[src/hdl/cle_pkg.sv]
// ----------------------------------------------------------------------------
// cle_pkg
// shared constants, codes and controller/datapath structs of the console
// line editor
// ----------------------------------------------------------------------------
package cle_pkg;

   localparam int LINE_CAP_DEFAULT = 32;
   localparam int CODE_W           = 8;
   localparam int CSR_INDEX_W      = 2;

   localparam logic [CODE_W-1:0] CH_BS  = 8'h08;
   localparam logic [CODE_W-1:0] CH_TAB = 8'h09;
   localparam logic [CODE_W-1:0] CH_LF  = 8'h0A;
   localparam logic [CODE_W-1:0] CH_CR  = 8'h0D;
   localparam logic [CODE_W-1:0] CH_SP  = 8'h20;

   localparam logic [CODE_W-1:0] ESCAPE_RESET  = 8'd27;
   localparam logic [CODE_W-1:0] BRACKET_RESET = 8'd91;
   localparam logic [CODE_W-1:0] RECALL_RESET  = 8'd65;

   typedef enum logic [CSR_INDEX_W-1:0] {
      CSR_ESCAPE  = 2'd0,
      CSR_BRACKET = 2'd1,
      CSR_RECALL  = 2'd2
   } csr_index_type;

   typedef enum logic [2:0] {
      SEL_CHAR,
      SEL_LF,
      SEL_CR,
      SEL_BS,
      SEL_SP,
      SEL_MEM
   } out_sel_type;

   typedef enum logic {
      RUN_RECALL,
      RUN_DELIVER
   } run_mode_type;

   typedef struct packed {
      logic         load_char;
      logic         set_escape;
      logic         set_bracket;
      logic         clear_flags;
      logic         push;
      out_sel_type  sel;
      logic         last;
      logic         store_char;
      logic         shorten;
      logic         start_run;
      run_mode_type mode;
      logic         step;
      logic         finish_run;
      logic         clear_history;
   } cmd_type;

   typedef struct packed {
      logic is_escape;
      logic is_bracket;
      logic is_recall;
      logic is_lf;
      logic is_bs;
      logic is_cr_tab;
      logic escape_seen;
      logic bracket_seen;
      logic line_empty;
      logic line_full;
      logic history_empty;
      logic out_free;
      logic run_last;
   } status_type;

endpackage

[src/hdl/cle_req_if.sv]
// ----------------------------------------------------------------------------
// cle_req_if
// received byte channel with valid/ready handshake
// ----------------------------------------------------------------------------
interface cle_req_if;
   logic       valid;
   logic       ready;
   logic [7:0] rx_byte;
   logic       reader_ready;

   modport source (output valid, output rx_byte, output reader_ready, input ready);
   modport sink   (input valid, input rx_byte, input reader_ready, output ready);
endinterface

[src/hdl/cle_rsp_if.sv]
// ----------------------------------------------------------------------------
// cle_rsp_if
// echo and line byte channel with valid/ready handshake
// ----------------------------------------------------------------------------
interface cle_rsp_if;
   logic       valid;
   logic       ready;
   logic [7:0] out_byte;
   logic       kind;
   logic       last;

   modport source (output valid, output out_byte, output kind, output last, input ready);
   modport sink   (input valid, input out_byte, input kind, input last, output ready);
endinterface

[src/hdl/cle_datapath.sv]
// ----------------------------------------------------------------------------
// cle_datapath
// code registers, line/history memory with bank swap, lengths, escape flags
// and the output register
// ----------------------------------------------------------------------------
module cle_datapath #(
   parameter int LINE_CAP = cle_pkg::LINE_CAP_DEFAULT
) (
   input  logic                               clock,
   input  logic                               reset,
   input  logic [cle_pkg::CODE_W-1:0]         rx_byte,
   input  logic                               csr_we,
   input  logic [cle_pkg::CSR_INDEX_W-1:0]    csr_index,
   input  logic [cle_pkg::CODE_W-1:0]         csr_wdata,
   input  cle_pkg::cmd_type                   cmd,
   output cle_pkg::status_type                status,
   output logic                               rsp_valid,
   input  logic                               rsp_ready,
   output logic [cle_pkg::CODE_W-1:0]         out_byte,
   output logic                               kind,
   output logic                               last
);
   import cle_pkg::*;

   localparam int IDX_W  = (LINE_CAP > 1) ? $clog2(LINE_CAP) : 1;
   localparam int LEN_W  = $clog2(LINE_CAP + 1);
   localparam int ADDR_W = IDX_W + 1;
   localparam int DEPTH  = 2 ** ADDR_W;

   logic [CODE_W-1:0] escape_code_ff, bracket_code_ff, recall_code_ff;
   logic [CODE_W-1:0] char_ff;
   logic              escape_seen_ff, bracket_seen_ff;
   logic [LEN_W-1:0]  line_len_ff, line_len_in;
   logic [LEN_W-1:0]  hist_len_ff, hist_len_in;
   logic              line_bank_ff;
   run_mode_type      mode_ff;
   logic [IDX_W-1:0]  idx_ff;
   logic [CODE_W-1:0] rd_data_ff;
   logic [CODE_W-1:0] mem [DEPTH];

   logic              rsp_valid_ff;
   logic [CODE_W-1:0] out_byte_ff, out_byte_in;
   logic              kind_ff, last_ff;

   run_mode_type      rd_mode;
   logic              rd_en, wr_en;
   logic [ADDR_W-1:0] rd_addr, wr_addr;
   logic [IDX_W-1:0]  rd_idx, wr_idx;
   logic [CODE_W-1:0] wr_data;
   logic [LEN_W-1:0]  run_len;
   logic              out_free;

   // status
   assign run_len  = (mode_ff == RUN_RECALL) ? hist_len_ff : line_len_ff;
   assign out_free = !rsp_valid_ff || rsp_ready;

   always_comb begin
      status.is_escape     = char_ff == escape_code_ff;
      status.is_bracket    = char_ff == bracket_code_ff;
      status.is_recall     = char_ff == recall_code_ff;
      status.is_lf         = char_ff == CH_LF;
      status.is_bs         = char_ff == CH_BS;
      status.is_cr_tab     = (char_ff == CH_CR) || (char_ff == CH_TAB);
      status.escape_seen   = escape_seen_ff;
      status.bracket_seen  = bracket_seen_ff;
      status.line_empty    = line_len_ff == '0;
      status.line_full     = line_len_ff == LEN_W'(LINE_CAP);
      status.history_empty = hist_len_ff == '0;
      status.out_free      = out_free;
      status.run_last      = (LEN_W'(idx_ff) + LEN_W'(1)) == run_len;
   end

   // memory addressing: bank bit over entry index
   always_comb begin
      rd_mode = cmd.start_run ? cmd.mode : mode_ff;
      rd_idx  = cmd.start_run ? '0 : idx_ff + IDX_W'(1);
      rd_addr = {(rd_mode == RUN_RECALL) ? ~line_bank_ff : line_bank_ff, rd_idx};
      rd_en   = cmd.start_run || cmd.step;
      wr_en   = cmd.store_char || (cmd.step && (mode_ff == RUN_RECALL));
      wr_idx  = cmd.store_char ? line_len_ff[IDX_W-1:0] : idx_ff;
      wr_data = cmd.store_char ? char_ff : rd_data_ff;
      wr_addr = {line_bank_ff, wr_idx};
   end

   always_ff @(posedge clock) begin
      if (wr_en) begin
         mem[wr_addr] <= wr_data;
      end
      if (rd_en) begin
         rd_data_ff <= mem[rd_addr];
      end
   end

   // lengths
   always_comb begin
      line_len_in = line_len_ff;
      hist_len_in = hist_len_ff;
      if (cmd.store_char) begin
         line_len_in = line_len_ff + LEN_W'(1);
      end else if (cmd.shorten) begin
         line_len_in = line_len_ff - LEN_W'(1);
      end else if (cmd.finish_run && (mode_ff == RUN_RECALL)) begin
         line_len_in = hist_len_ff;
      end else if (cmd.finish_run) begin
         line_len_in = '0;
         hist_len_in = line_len_ff;
      end
      if (cmd.clear_history) begin
         hist_len_in = '0;
      end
   end

   // output byte select
   always_comb begin
      unique case (cmd.sel)
         SEL_CHAR: out_byte_in = char_ff;
         SEL_LF:   out_byte_in = CH_LF;
         SEL_CR:   out_byte_in = CH_CR;
         SEL_BS:   out_byte_in = CH_BS;
         SEL_SP:   out_byte_in = CH_SP;
         SEL_MEM:  out_byte_in = rd_data_ff;
         default:  out_byte_in = char_ff;
      endcase
   end

   always_ff @(posedge clock) begin
      if (reset) begin
         escape_code_ff  <= ESCAPE_RESET;
         bracket_code_ff <= BRACKET_RESET;
         recall_code_ff  <= RECALL_RESET;
         escape_seen_ff  <= 1'b0;
         bracket_seen_ff <= 1'b0;
         line_len_ff     <= '0;
         hist_len_ff     <= '0;
         line_bank_ff    <= 1'b0;
         mode_ff         <= RUN_DELIVER;
         idx_ff          <= '0;
         rsp_valid_ff    <= 1'b0;
      end else begin
         if (csr_we) begin
            unique case (csr_index)
               CSR_ESCAPE:  escape_code_ff  <= csr_wdata;
               CSR_BRACKET: bracket_code_ff <= csr_wdata;
               CSR_RECALL:  recall_code_ff  <= csr_wdata;
               default:     ;
            endcase
         end
         if (cmd.set_escape) begin
            escape_seen_ff <= 1'b1;
         end else if (cmd.clear_flags) begin
            escape_seen_ff <= 1'b0;
         end
         if (cmd.set_bracket) begin
            bracket_seen_ff <= 1'b1;
         end else if (cmd.clear_flags) begin
            bracket_seen_ff <= 1'b0;
         end
         line_len_ff <= line_len_in;
         hist_len_ff <= hist_len_in;
         if (cmd.finish_run && (mode_ff == RUN_DELIVER)) begin
            line_bank_ff <= ~line_bank_ff;
         end
         if (cmd.start_run) begin
            mode_ff <= cmd.mode;
            idx_ff  <= '0;
         end else if (cmd.step) begin
            idx_ff <= idx_ff + IDX_W'(1);
         end
         if (cmd.push) begin
            rsp_valid_ff <= 1'b1;
         end else if (rsp_ready) begin
            rsp_valid_ff <= 1'b0;
         end
      end
   end

   always_ff @(posedge clock) begin
      if (cmd.load_char) begin
         char_ff <= rx_byte;
      end
      if (cmd.push) begin
         out_byte_ff <= out_byte_in;
         kind_ff     <= (cmd.sel == SEL_MEM) && (mode_ff == RUN_DELIVER);
         last_ff     <= cmd.last;
      end
   end

   assign rsp_valid = rsp_valid_ff;
   assign out_byte  = out_byte_ff;
   assign kind      = kind_ff;
   assign last      = last_ff;

   a_line_len_bound : assert property (@(posedge clock) disable iff (reset)
      line_len_ff <= LEN_W'(LINE_CAP))
      else $error("line length beyond capacity");

   a_hist_len_bound : assert property (@(posedge clock) disable iff (reset)
      hist_len_ff <= LEN_W'(LINE_CAP))
      else $error("history length beyond capacity");

   a_step_in_run : assert property (@(posedge clock) disable iff (reset)
      cmd.step |-> (LEN_W'(idx_ff) < run_len))
      else $error("run index past run length");

endmodule

[src/hdl/cle_ctrl.sv]
// ----------------------------------------------------------------------------
// cle_ctrl
// per-byte sequencer: classifies the byte, drives echo transfers and the
// recall and delivery runs over the line memory
// ----------------------------------------------------------------------------
module cle_ctrl (
   input  logic                clock,
   input  logic                reset,
   input  logic                req_valid,
   input  logic                reader_ready,
   output logic                req_ready,
   input  cle_pkg::status_type status,
   output cle_pkg::cmd_type    cmd
);
   import cle_pkg::*;

   typedef enum logic [3:0] {
      S_IDLE,
      S_DECIDE,
      S_CHAR,
      S_BS1,
      S_SP,
      S_BS2,
      S_LF,
      S_CR,
      S_EM
   } state_type;

   state_type state_ff, state_in;
   logic      req_ready_ff, req_ready_in;
   logic      goto_deliver;

   always_comb begin
      cmd          = '0;
      state_in     = state_ff;
      goto_deliver = 1'b0;
      unique case (state_ff)
         S_IDLE: begin
            if (req_valid && req_ready && reader_ready) begin
               cmd.load_char = 1'b1;
               state_in      = S_DECIDE;
            end
         end
         S_DECIDE: begin
            state_in = S_IDLE;
            priority if (status.is_escape) begin
               cmd.set_escape = 1'b1;
               goto_deliver   = status.is_lf;
            end else if (status.escape_seen && status.bracket_seen) begin
               cmd.clear_flags = 1'b1;
               if (status.is_recall && !status.is_lf && !status.history_empty) begin
                  cmd.start_run = 1'b1;
                  cmd.mode      = RUN_RECALL;
                  state_in      = S_EM;
               end else begin
                  goto_deliver = status.is_lf;
               end
            end else if (status.escape_seen) begin
               cmd.set_bracket = status.is_bracket;
               goto_deliver    = status.is_lf;
            end else if (status.is_lf) begin
               state_in = S_LF;
            end else if (status.is_bs) begin
               state_in = status.line_empty ? S_IDLE : S_BS1;
            end else if (status.is_cr_tab) begin
               state_in = S_IDLE;
            end else begin
               state_in = status.line_full ? S_IDLE : S_CHAR;
            end
            if (goto_deliver) begin
               if (status.line_empty) begin
                  cmd.clear_history = 1'b1;
               end else begin
                  cmd.start_run = 1'b1;
                  cmd.mode      = RUN_DELIVER;
                  state_in      = S_EM;
               end
            end
         end
         S_CHAR: begin
            if (status.out_free) begin
               cmd.push       = 1'b1;
               cmd.sel        = SEL_CHAR;
               cmd.last       = 1'b1;
               cmd.store_char = 1'b1;
               state_in       = S_IDLE;
            end
         end
         S_BS1: begin
            if (status.out_free) begin
               cmd.push = 1'b1;
               cmd.sel  = SEL_BS;
               state_in = S_SP;
            end
         end
         S_SP: begin
            if (status.out_free) begin
               cmd.push = 1'b1;
               cmd.sel  = SEL_SP;
               state_in = S_BS2;
            end
         end
         S_BS2: begin
            if (status.out_free) begin
               cmd.push    = 1'b1;
               cmd.sel     = SEL_BS;
               cmd.last    = 1'b1;
               cmd.shorten = 1'b1;
               state_in    = S_IDLE;
            end
         end
         S_LF: begin
            if (status.out_free) begin
               cmd.push = 1'b1;
               cmd.sel  = SEL_LF;
               state_in = S_CR;
            end
         end
         S_CR: begin
            if (status.out_free) begin
               cmd.push = 1'b1;
               cmd.sel  = SEL_CR;
               cmd.last = status.line_empty;
               if (status.line_empty) begin
                  cmd.clear_history = 1'b1;
                  state_in          = S_IDLE;
               end else begin
                  cmd.start_run = 1'b1;
                  cmd.mode      = RUN_DELIVER;
                  state_in      = S_EM;
               end
            end
         end
         S_EM: begin
            if (status.out_free) begin
               cmd.push = 1'b1;
               cmd.sel  = SEL_MEM;
               cmd.last = status.run_last;
               cmd.step = 1'b1;
               if (status.run_last) begin
                  cmd.finish_run = 1'b1;
                  state_in       = S_IDLE;
               end
            end
         end
         default: state_in = S_IDLE;
      endcase
      req_ready_in = state_in == S_IDLE;
   end

   always_ff @(posedge clock) begin
      if (reset) begin
         state_ff     <= S_IDLE;
         req_ready_ff <= 1'b0;
      end else begin
         state_ff     <= state_in;
         req_ready_ff <= req_ready_in;
      end
   end

   assign req_ready = req_ready_ff && (state_ff == S_IDLE);

   a_push_when_free : assert property (@(posedge clock) disable iff (reset)
      cmd.push |-> status.out_free)
      else $error("transfer pushed into a full output register");

   a_drop_stays_idle : assert property (@(posedge clock) disable iff (reset)
      (req_valid && req_ready && !reader_ready) |=> (state_ff == S_IDLE))
      else $error("dropped byte started processing");

   a_run_holds : assert property (@(posedge clock) disable iff (reset)
      (state_ff == S_EM && !status.out_free) |=> (state_ff == S_EM))
      else $error("run left while output stalled");

endmodule

[src/hdl/console_line_editor.sv]
// throughput: a new byte is taken only once the results of the previous one are
// pushed; runs from the line memory port give one result per cycle while the
// output register is not stalled
// reset: synchronous, codes back to 27/91/65, line and history empty,
// escape state cleared; no memory clearing pass
// ----------------------------------------------------------------------------
// console_line_editor
// console line editor: line buffer with echo, backspace, one-line history
// recall by escape sequence and line delivery on newline
// ----------------------------------------------------------------------------
module console_line_editor #(
   parameter int LINE_CAP = cle_pkg::LINE_CAP_DEFAULT
) (
   input  logic                            clock,
   input  logic                            reset,
   cle_req_if.sink                         req_chan,
   cle_rsp_if.source                       rsp_chan,
   input  logic                            csr_we,
   input  logic [cle_pkg::CSR_INDEX_W-1:0] csr_index,
   input  logic [cle_pkg::CODE_W-1:0]      csr_wdata
);
   import cle_pkg::*;

   cmd_type    cmd;
   status_type status;

   cle_ctrl u_ctrl (
      .clock        (clock),
      .reset        (reset),
      .req_valid    (req_chan.valid),
      .reader_ready (req_chan.reader_ready),
      .req_ready    (req_chan.ready),
      .status       (status),
      .cmd          (cmd)
   );

   cle_datapath #(
      .LINE_CAP (LINE_CAP)
   ) u_datapath (
      .clock     (clock),
      .reset     (reset),
      .rx_byte   (req_chan.rx_byte),
      .csr_we    (csr_we),
      .csr_index (csr_index),
      .csr_wdata (csr_wdata),
      .cmd       (cmd),
      .status    (status),
      .rsp_valid (rsp_chan.valid),
      .rsp_ready (rsp_chan.ready),
      .out_byte  (rsp_chan.out_byte),
      .kind      (rsp_chan.kind),
      .last      (rsp_chan.last)
   );

endmodule

[src/flat_wrapper.sv]
// flat-port wrapper written by rule: the top's interface ports become plain ports
module console_line_editor_flat import cle_pkg::*;
#(
   parameter int LINE_CAP = cle_pkg::LINE_CAP_DEFAULT
)
  (clock, reset, csr_we, csr_index, csr_wdata, req_chan_valid, req_chan_rx_byte, req_chan_reader_ready, req_chan_ready, rsp_chan_valid, rsp_chan_out_byte, rsp_chan_kind, rsp_chan_last, rsp_chan_ready);
  cle_req_if req_chan_i ();
  cle_rsp_if rsp_chan_i ();
  input  logic clock;
  input  logic reset;
  input  logic csr_we;
  input  logic [cle_pkg::CSR_INDEX_W-1:0] csr_index;
  input  logic [cle_pkg::CODE_W-1:0] csr_wdata;
  input wire logic [$bits(req_chan_i.valid)-1:0] req_chan_valid;
  input wire logic [$bits(req_chan_i.rx_byte)-1:0] req_chan_rx_byte;
  input wire logic [$bits(req_chan_i.reader_ready)-1:0] req_chan_reader_ready;
  output wire logic [$bits(req_chan_i.ready)-1:0] req_chan_ready;
  output wire logic [$bits(rsp_chan_i.valid)-1:0] rsp_chan_valid;
  output wire logic [$bits(rsp_chan_i.out_byte)-1:0] rsp_chan_out_byte;
  output wire logic [$bits(rsp_chan_i.kind)-1:0] rsp_chan_kind;
  output wire logic [$bits(rsp_chan_i.last)-1:0] rsp_chan_last;
  input wire logic [$bits(rsp_chan_i.ready)-1:0] rsp_chan_ready;
  assign req_chan_i.valid = req_chan_valid;
  assign req_chan_i.rx_byte = req_chan_rx_byte;
  assign req_chan_i.reader_ready = req_chan_reader_ready;
  assign req_chan_ready = req_chan_i.ready;
  assign rsp_chan_valid = rsp_chan_i.valid;
  assign rsp_chan_out_byte = rsp_chan_i.out_byte;
  assign rsp_chan_kind = rsp_chan_i.kind;
  assign rsp_chan_last = rsp_chan_i.last;
  assign rsp_chan_i.ready = rsp_chan_ready;
  console_line_editor #(.LINE_CAP(LINE_CAP)) u_core (.clock(clock), .reset(reset), .req_chan(req_chan_i), .rsp_chan(rsp_chan_i), .csr_we(csr_we), .csr_index(csr_index), .csr_wdata(csr_wdata));
endmodule
[config.mk]
export PLATFORM = sky130hd
export DESIGN_NAME = console_line_editor_flat
export DESIGN_NICKNAME = d
export VERILOG_FILES = /design/src/hdl/cle_pkg.sv /design/src/hdl/cle_req_if.sv /design/src/hdl/cle_rsp_if.sv /design/src/hdl/cle_datapath.sv /design/src/hdl/cle_ctrl.sv /design/src/hdl/console_line_editor.sv /design/src/flat_wrapper.sv
export SDC_FILE = /design/constraint.sdc
export NUM_CORES = 1
export LEC_CHECK = 0
export BUFFER_PORTS_ARGS = -buffer_cell sky130_fd_sc_hd__buf_4
export CORE_ASPECT_RATIO = 0.6
export CORE_MARGIN = 2
export CORE_UTILIZATION = 55
export DETAILED_ROUTE_END_ITERATION = 8
export GPL_TIMING_DRIVEN = 0
export PLACE_DENSITY = 0.74
export SYNTH_ARGS = -nofsm -noshare
export SYNTH_HDL_FRONTEND = slang
export SYNTH_SLANG_ARGS = --single-unit
[constraint.sdc]
create_clock -name clock -period 4.6 [get_ports clock]
set_input_delay 0.23 -clock clock [delete_from_list [all_inputs] [get_ports clock]]
set_output_delay 0.23 -clock clock [all_outputs]
set_load 0.02 [all_outputs]
* Word level (Yosys, flattened, before mapping) *
Memories as Yosys holds them, arrays and structs flattened. A register that Yosys moved wholly into a read port is not among the register bits.
Cells that the tools add are included.

storage, ports and cells
  bits in registers = 69
  bits in writable memories = 512
  memories = 1

operators by class
  add/sub/neg operators = 4
  eq/ne operators = 24
  mux-type cells = 79
  bitwise gates (word level) = 5
  reduce and logical (&&, ||, !) cells = 33

memories
  memory                 depth  bits a word  read ports  clocked after Yosys merged registers in  write ports  RTL line            source
  u_core.u_datapath.mem  64     8            1           1                                        1            cle_datapath.sv:39  logic [CODE_W-1:0] mem [DEPTH];

operator list
  cell                 count
  $mux 4               17
  $pmux 8 s5           1
  $mux 6               6
  $eq 8x4->1 const B   4
  $pmux 4 s8           1
  $mux 2               14
  $pmux 4 s7           1
  $mux 1               27
  $mux 5               5
  $eq 8x8->1           3
  $eq 4x3->1 const B   4
  $logic_not 6->1      2
  $logic_and 1x1->1    10
  $mux 3               3
  $eq 4x2->1 const B   2
  $logic_not 4->1      2
  $mux 8               1
  $add 5x1->6 const B  1
  $add 6x1->6 const B  1
  $eq 3x2->1 const B   2
  $eq 3x3->1 const B   2
  $eq 6x6->1           1
  $eq 6x6->1 const B   1
  $reduce_and 2->1     3
  18 further kinds     31

* Longest topological paths before layout *
  word-level depth = 12
  depth in mapped cells = 15

* Cells and area by module *
From an unflattened synthesis, not the netlist that was laid out.

second synthesis, totals
  cells, all modules = 1,746
  area total of the unflattened synthesis = 25,214.2 sq um

modules (own cells, without submodules)
  module        instances  cells an instance  area each (sq um)  sequential area each (sq um)
  cle_datapath  1          1,665              24,581.1           17,076.4
  cle_ctrl      1          81                 633.1              100.1

* Worst setup path before layout *
No wires, ideal clock.

  path kind = reg2reg
  start point = register u_core.u_datapath.rsp_valid_ff, in the netlist u_core.u_datapath.rsp_valid
  end point = memory u_core.u_datapath.mem[0][3] (data pin)
  setup time = 702 ps
  arrival = 4,079 ps
  slack = -181 ps
  stages on the path, launching flop included = 7
  buffers on the path = 3
  clock period less this slack = 4,781 ps
  path through = dfxtp_1 > nor2b_1 > clkbuf_1 > or4_1 > clkbuf_1 > clkbuf_1 > o21ai_0

between the ends
  longest elaborated chain between the ends = 5

ends and longest elaborated chain
  element                                 RTL line             source
  from (decl)                             cle_datapath.sv:41   logic rsp_valid_ff;
  from (signal assigned)                  cle_datapath.sv:138  rsp_valid_ff <= 1'b0;
  from (signal assigned)                  cle_datapath.sv:170  rsp_valid_ff <= 1'b1;
  from (signal assigned)                  cle_datapath.sv:172  rsp_valid_ff <= 1'b0;
  $logic_not 1->1                         cle_datapath.sv:55   assign out_free = !rsp_valid_ff || rsp_ready;
  $logic_or 1x1->1                        cle_datapath.sv:55
  $mux 6                                  cle_ctrl.sv:81       if (status.out_free) begin
  $mux 1                                  cle_ctrl.sv:37       unique case (state_ff)
  $mux 8                                  cle_datapath.sv:81   wr_data = cmd.store_char ? char_ff : rd_data_ff;
  named net u_core.u_datapath.wr_data[3]  cle_datapath.sv:49   logic [CODE_W-1:0] wr_data;
  to (decl)                               cle_datapath.sv:39

The timed path passes the listed nets, and every way through them passes these cells.

* Worst setup path after layout *
  start point = register u_core.u_datapath.idx_ff[0]
  end point = register u_core.u_datapath.rd_data_ff[7], read port of u_core.u_datapath.mem (data pin)

between the ends
  longest elaborated chain between the ends = 2

ends and longest elaborated chain
  element                 RTL line             source
  from (decl)             cle_datapath.sv:37   logic [IDX_W-1:0] idx_ff;
  from (signal assigned)  cle_datapath.sv:167  idx_ff <= idx_ff + IDX_W'(1);
  $add 5x1->5             cle_datapath.sv:76   rd_idx = cmd.start_run ? '0 : idx_ff + IDX_W'(1);
  $mux 5                  cle_datapath.sv:76
  to (decl)               cle_datapath.sv:38   logic [CODE_W-1:0] rd_data_ff;

No other way between the ends.
A chain may end at the register's enable or synchronous reset.

==> results by group <==
Critical path
  • Slowest CP cell: sky130_fd_sc_hd__clkbuf_1
  • Cell family with most CP delay: buffers and inverters
  • Worst setup EP type: flip-flop
  • Worst setup startpoint: u_core.u_datapath.idx_ff[0]
  • Cell with the most instances on the worst path: sky130_fd_sc_hd__clkbuf_1
  • Critical path required time: between 4000 and 5000 ps
  • Ordered cell list for the critical path: buf_2 -> clkbuf_2 -> clkbuf_1 -> clkbuf_1 -> o31ai_1 -> a31oi_1 -> a21oi_1 -> nand4_1 -> o211ai_1 -> nor4_4
  • R2r startpoint: u_core.u_datapath.idx_ff[0]
  • Critical Path AT: about 5000 ps
  • Crit path kind: flip-flop to flip-flop
  • CP Buf/Inv Count: 4
  • Critical path launch point type: flip-flop
  • Stage delay of the slowest cell on the critical path: between 1000 and 1500 ps
  • Maximum fanout encountered on the critical timing path: 10

Finish
  • Fill count: ~3.3k
  • Layout Area Growth over Synthesis: 14.1%
  • Share of layout cells above drive strength 1: between 10% and 20%
  • Number of nets in the finished design: a little under 2k

Synth
  • Cell Area, Synth: ~0.025 sq mm
  • Leading cell types by total area after synthesis: sky130_fd_sc_hd__edfxtp_1 (64%), sky130_fd_sc_hd__mux2i_1 (5.0%), sky130_fd_sc_hd__dfxtp_1 (4.1%)
  • Share of the synthesized area in the top cell type: about 64%
  • FFs w/ async S/R, synth: 0%
  • Number of synthesis warnings: 0
  • Flip-flop and latch count after synthesis: ~600
  • Number of instances in the synthesized netlist: 1827
  • Post-synthesis sequential area ratio: between 60% and 70%
  • Prevailing post-synth register cell: sky130_fd_sc_hd__edfxtp_1
  • Number of synthesized flops with an enable pin: 538
  • Post-synthesis average cell area: around 14 sq um
  • Number of distinct library cells after synthesis: about 80
  • Synthesized Nets: 1855
  • Largest area contributor in the netlist: sky130_fd_sc_hd__edfxtp_1

Clock network
  • CTS tree: yes
  • Clock buffers created by TritonCTS: 52
  • Clock transition time at the flip-flop clock pins of the worst setup and hold paths: ~70 ps
  • Clock sink total: 589
  • CTS root buf: sky130_fd_sc_hd__clkbuf_16
  • H-tree depth: 2
  • Clock latency on the worst-skew pair: ~600 ps
  • Max Buffers Root-to-Sink: 3

Timing
  • Relative slew slack: under 10%
  • Minimum setup slack in the final design: -162 ps
  • Least-Margin Pin Slew: roughly 1400 ps
  • Final critical delay including setup and external delays: between 4000 and 5000 ps
  • Final number of max-transition violations: 0
  • Final hold viol count: 0
  • Number of failing setup endpoints in the final timing report: 20
  • Accumulated negative setup slack: -728 ps
  • Max frequency: about 210 MHz
  • Worst setup skew after layout: about 16 ps
  • Period utilisation layout: 104%

Drt
  • Post-DR wirelength/cell: roughly 34 um
  • Vias per inst: just over 7
  • Total iterations of the first detailed-routing run: 8
  • Drc violations: 1
  • Total number of vias: ~18k
  • First DRT Iteration DRCs: 3673
  • Antenna-violating nets left: 0
  • WL final: just under 90000 um

Place
  • Last weighted congestion value of the routability-driven placer: 1.04
  • Half-perimeter wire length after placement: 63300 um
  • Port-buffer cells: 34

Power
  • Leakage power total: about 9.0 nW
  • Total power density per cell area: 359 mW/mm^2
  • Largest voltage drop on the vdd net: between 300 and 400 uV
  • Design Power: ~10 mW

Run
  • Max-cap viol count: 0

Outcome
  • Run status: finished, violations left
  • Violations in the final reports: DRC, setup timing

Global routing
  • Maximum number of pins on one net before global-route repair: between 50 and 60
  • Vias in the first global route: between 15k and 20k
  • Wire length of the first global-routing pass: 123000 um
  • Number of antenna violations at the first check in global routing: 5
  • Remaining global-route overflow: 0
  • Global Route Usage Sum: between 30% and 40%

Min path
  • Hold Startpoint: reset
  • Path category of the worst min-delay check: input pin to flip-flop

Die
  • Die extent in y: ~170 um
  • Die width: about 280 um
  • Top-level I/O count: 36
  • Standard-cell rows: 60
  • Overall die area: between 0.04 and 0.05 sq mm
  • Core Box Area: about 0.045 sq mm
  • Starting density of the core: a little under three fifths
cells by family after synthesis:
family | count (synthesis) | share of synthesized area, %
AOI/OAI and AO/OA | 384 | 10.7
xor gates and xnor gates | 43 | 1.50
adders and majority gates | 4 | 0.200
buffers and inverters | 142 | 2.44
DFF | 589 | 68.6
muxes | 155 | 6.65
and+or+nand+nor | 510 | 9.93
final timing paths:
kind                            cells past startpoint                                   end  slack, ps
worst min register to register                      2  u_core.u_datapath.bracket_code_ff[7]        480
worst min-delay path                                2             u_core.u_ctrl.state_ff[3]         50
worst max register to register                     10       u_core.u_datapath.rd_data_ff[7]       -160
worst max-delay path                               10       u_core.u_datapath.rd_data_ff[7]       -160
repair_timing:
| action | in CTS | in global routing |
|---|---|---|
| hold buffers | 16 | 0 |
| hold endpoints to repair | 31 | 0 |
| setup endpoints to repair | 147 | 136 |
| pin swaps | 3 | 4 |
| gates cloned | 0 | 0 |
| resized for setup | 98 | 51 |
| buffers inserted | 4 | 5 |
cell usage after synthesis (all sizes together), types with 10 or more instances:
library cell and n:
o211ai 16, nor3 45, o21ai 66, o221ai 19, xnor2 23, clkbuf 81
nand3 35, o31ai 10, nor4 11, a211oi 18, nand2 151, a221oi 12
o22ai 14, nor2b 12, nor2 153, inv 10, dfxtp 51, mux2i 126
edfxtp 538, a21oi 80, a31oi 32, nand3b 11, a2111oi 10, mux2 22
buf 51, nand4 12, nand2b 30, xor2 20, or3 15
power breakdown:
group / internal, mW / switching, mW
clock: 2.33 / 1.98
sequential: 5.78 / 0.0122
combinational: 0.0592 / 0.0960
layer usage:
layer | part of all wire (%) | wire (um) | global-route usage [%]
met1 | 40 | 35800 | 56.2
met4 | 3.2 | 2820 | 10.1
met3 | 20 | 17900 | 21.1
met5 | 0.037 | 33 | 0
met2 | 36 | 32200 | 45.4
cell usage in the layout, fill, tap and decap left out, types with 48 or more instances in the layout:
| master | synthesis | final |
|---|---|---|
| sky130_fd_sc_hd__nor2_1 | 152 | 134 |
| sky130_fd_sc_hd__buf_4 | 3 | 48 |
| sky130_fd_sc_hd__dfxtp_1 | 51 | 51 |
| sky130_fd_sc_hd__clkbuf_1 | 81 | 64 |
| sky130_fd_sc_hd__o21ai_0 | 62 | 61 |
| sky130_fd_sc_hd__nand2_1 | 150 | 143 |
| sky130_fd_sc_hd__clkbuf_16 | 0 | 55 |
| sky130_fd_sc_hd__a21oi_1 | 80 | 75 |
| sky130_fd_sc_hd__mux2i_1 | 126 | 125 |
| sky130_fd_sc_hd__edfxtp_1 | 538 | 538 |
metrics by stage:
step	setup WS, ps	util, %	hold WS [ps]	instances	area [sq um]
global route	-87.3	63.6	87.0	2574	28600
detailed placement	-1870	58.5	410	2459	26300
finish	-162	63.7	51.4	2577	28600
CTS	0.547	63.2	26.2	2569	28400
global placement	-1770	58.0	409	2450	26000
floorplan	919	-	329	1827	25100
registers in the layout (all words and copies together) (netlist names), 4 cells and up:
register / cells
u_core.u_datapath.char_ff: 8
u_core.u_datapath.line_len_ff: 6
u_core.u_datapath.idx_ff: 5
u_core.u_datapath.mem: 512
u_core.u_datapath.out_byte: 8
u_core.u_datapath.escape_code_ff: 8
u_core.u_ctrl.state_ff: 4
u_core.u_datapath.rd_data_ff: 8
u_core.u_datapath.hist_len_ff: 6
u_core.u_datapath.bracket_code_ff: 8
u_core.u_datapath.recall_code_ff: 8
final cells by class:
cell class	count	area (sq um)	share of cell area, %
clock inverter	24	166	0.582
buffer	127	678	2.37
sequential	589	17200	60.1
timing repair buffer	68	688	2.41
antenna	3	7.51	0.0263
multi-input combinational	1096	7630	26.7
tap	589	737	2.58
clock buffer	71	1460	5.10
inverter	10	37.5	0.131
Power figures use the tool's default switching activity.
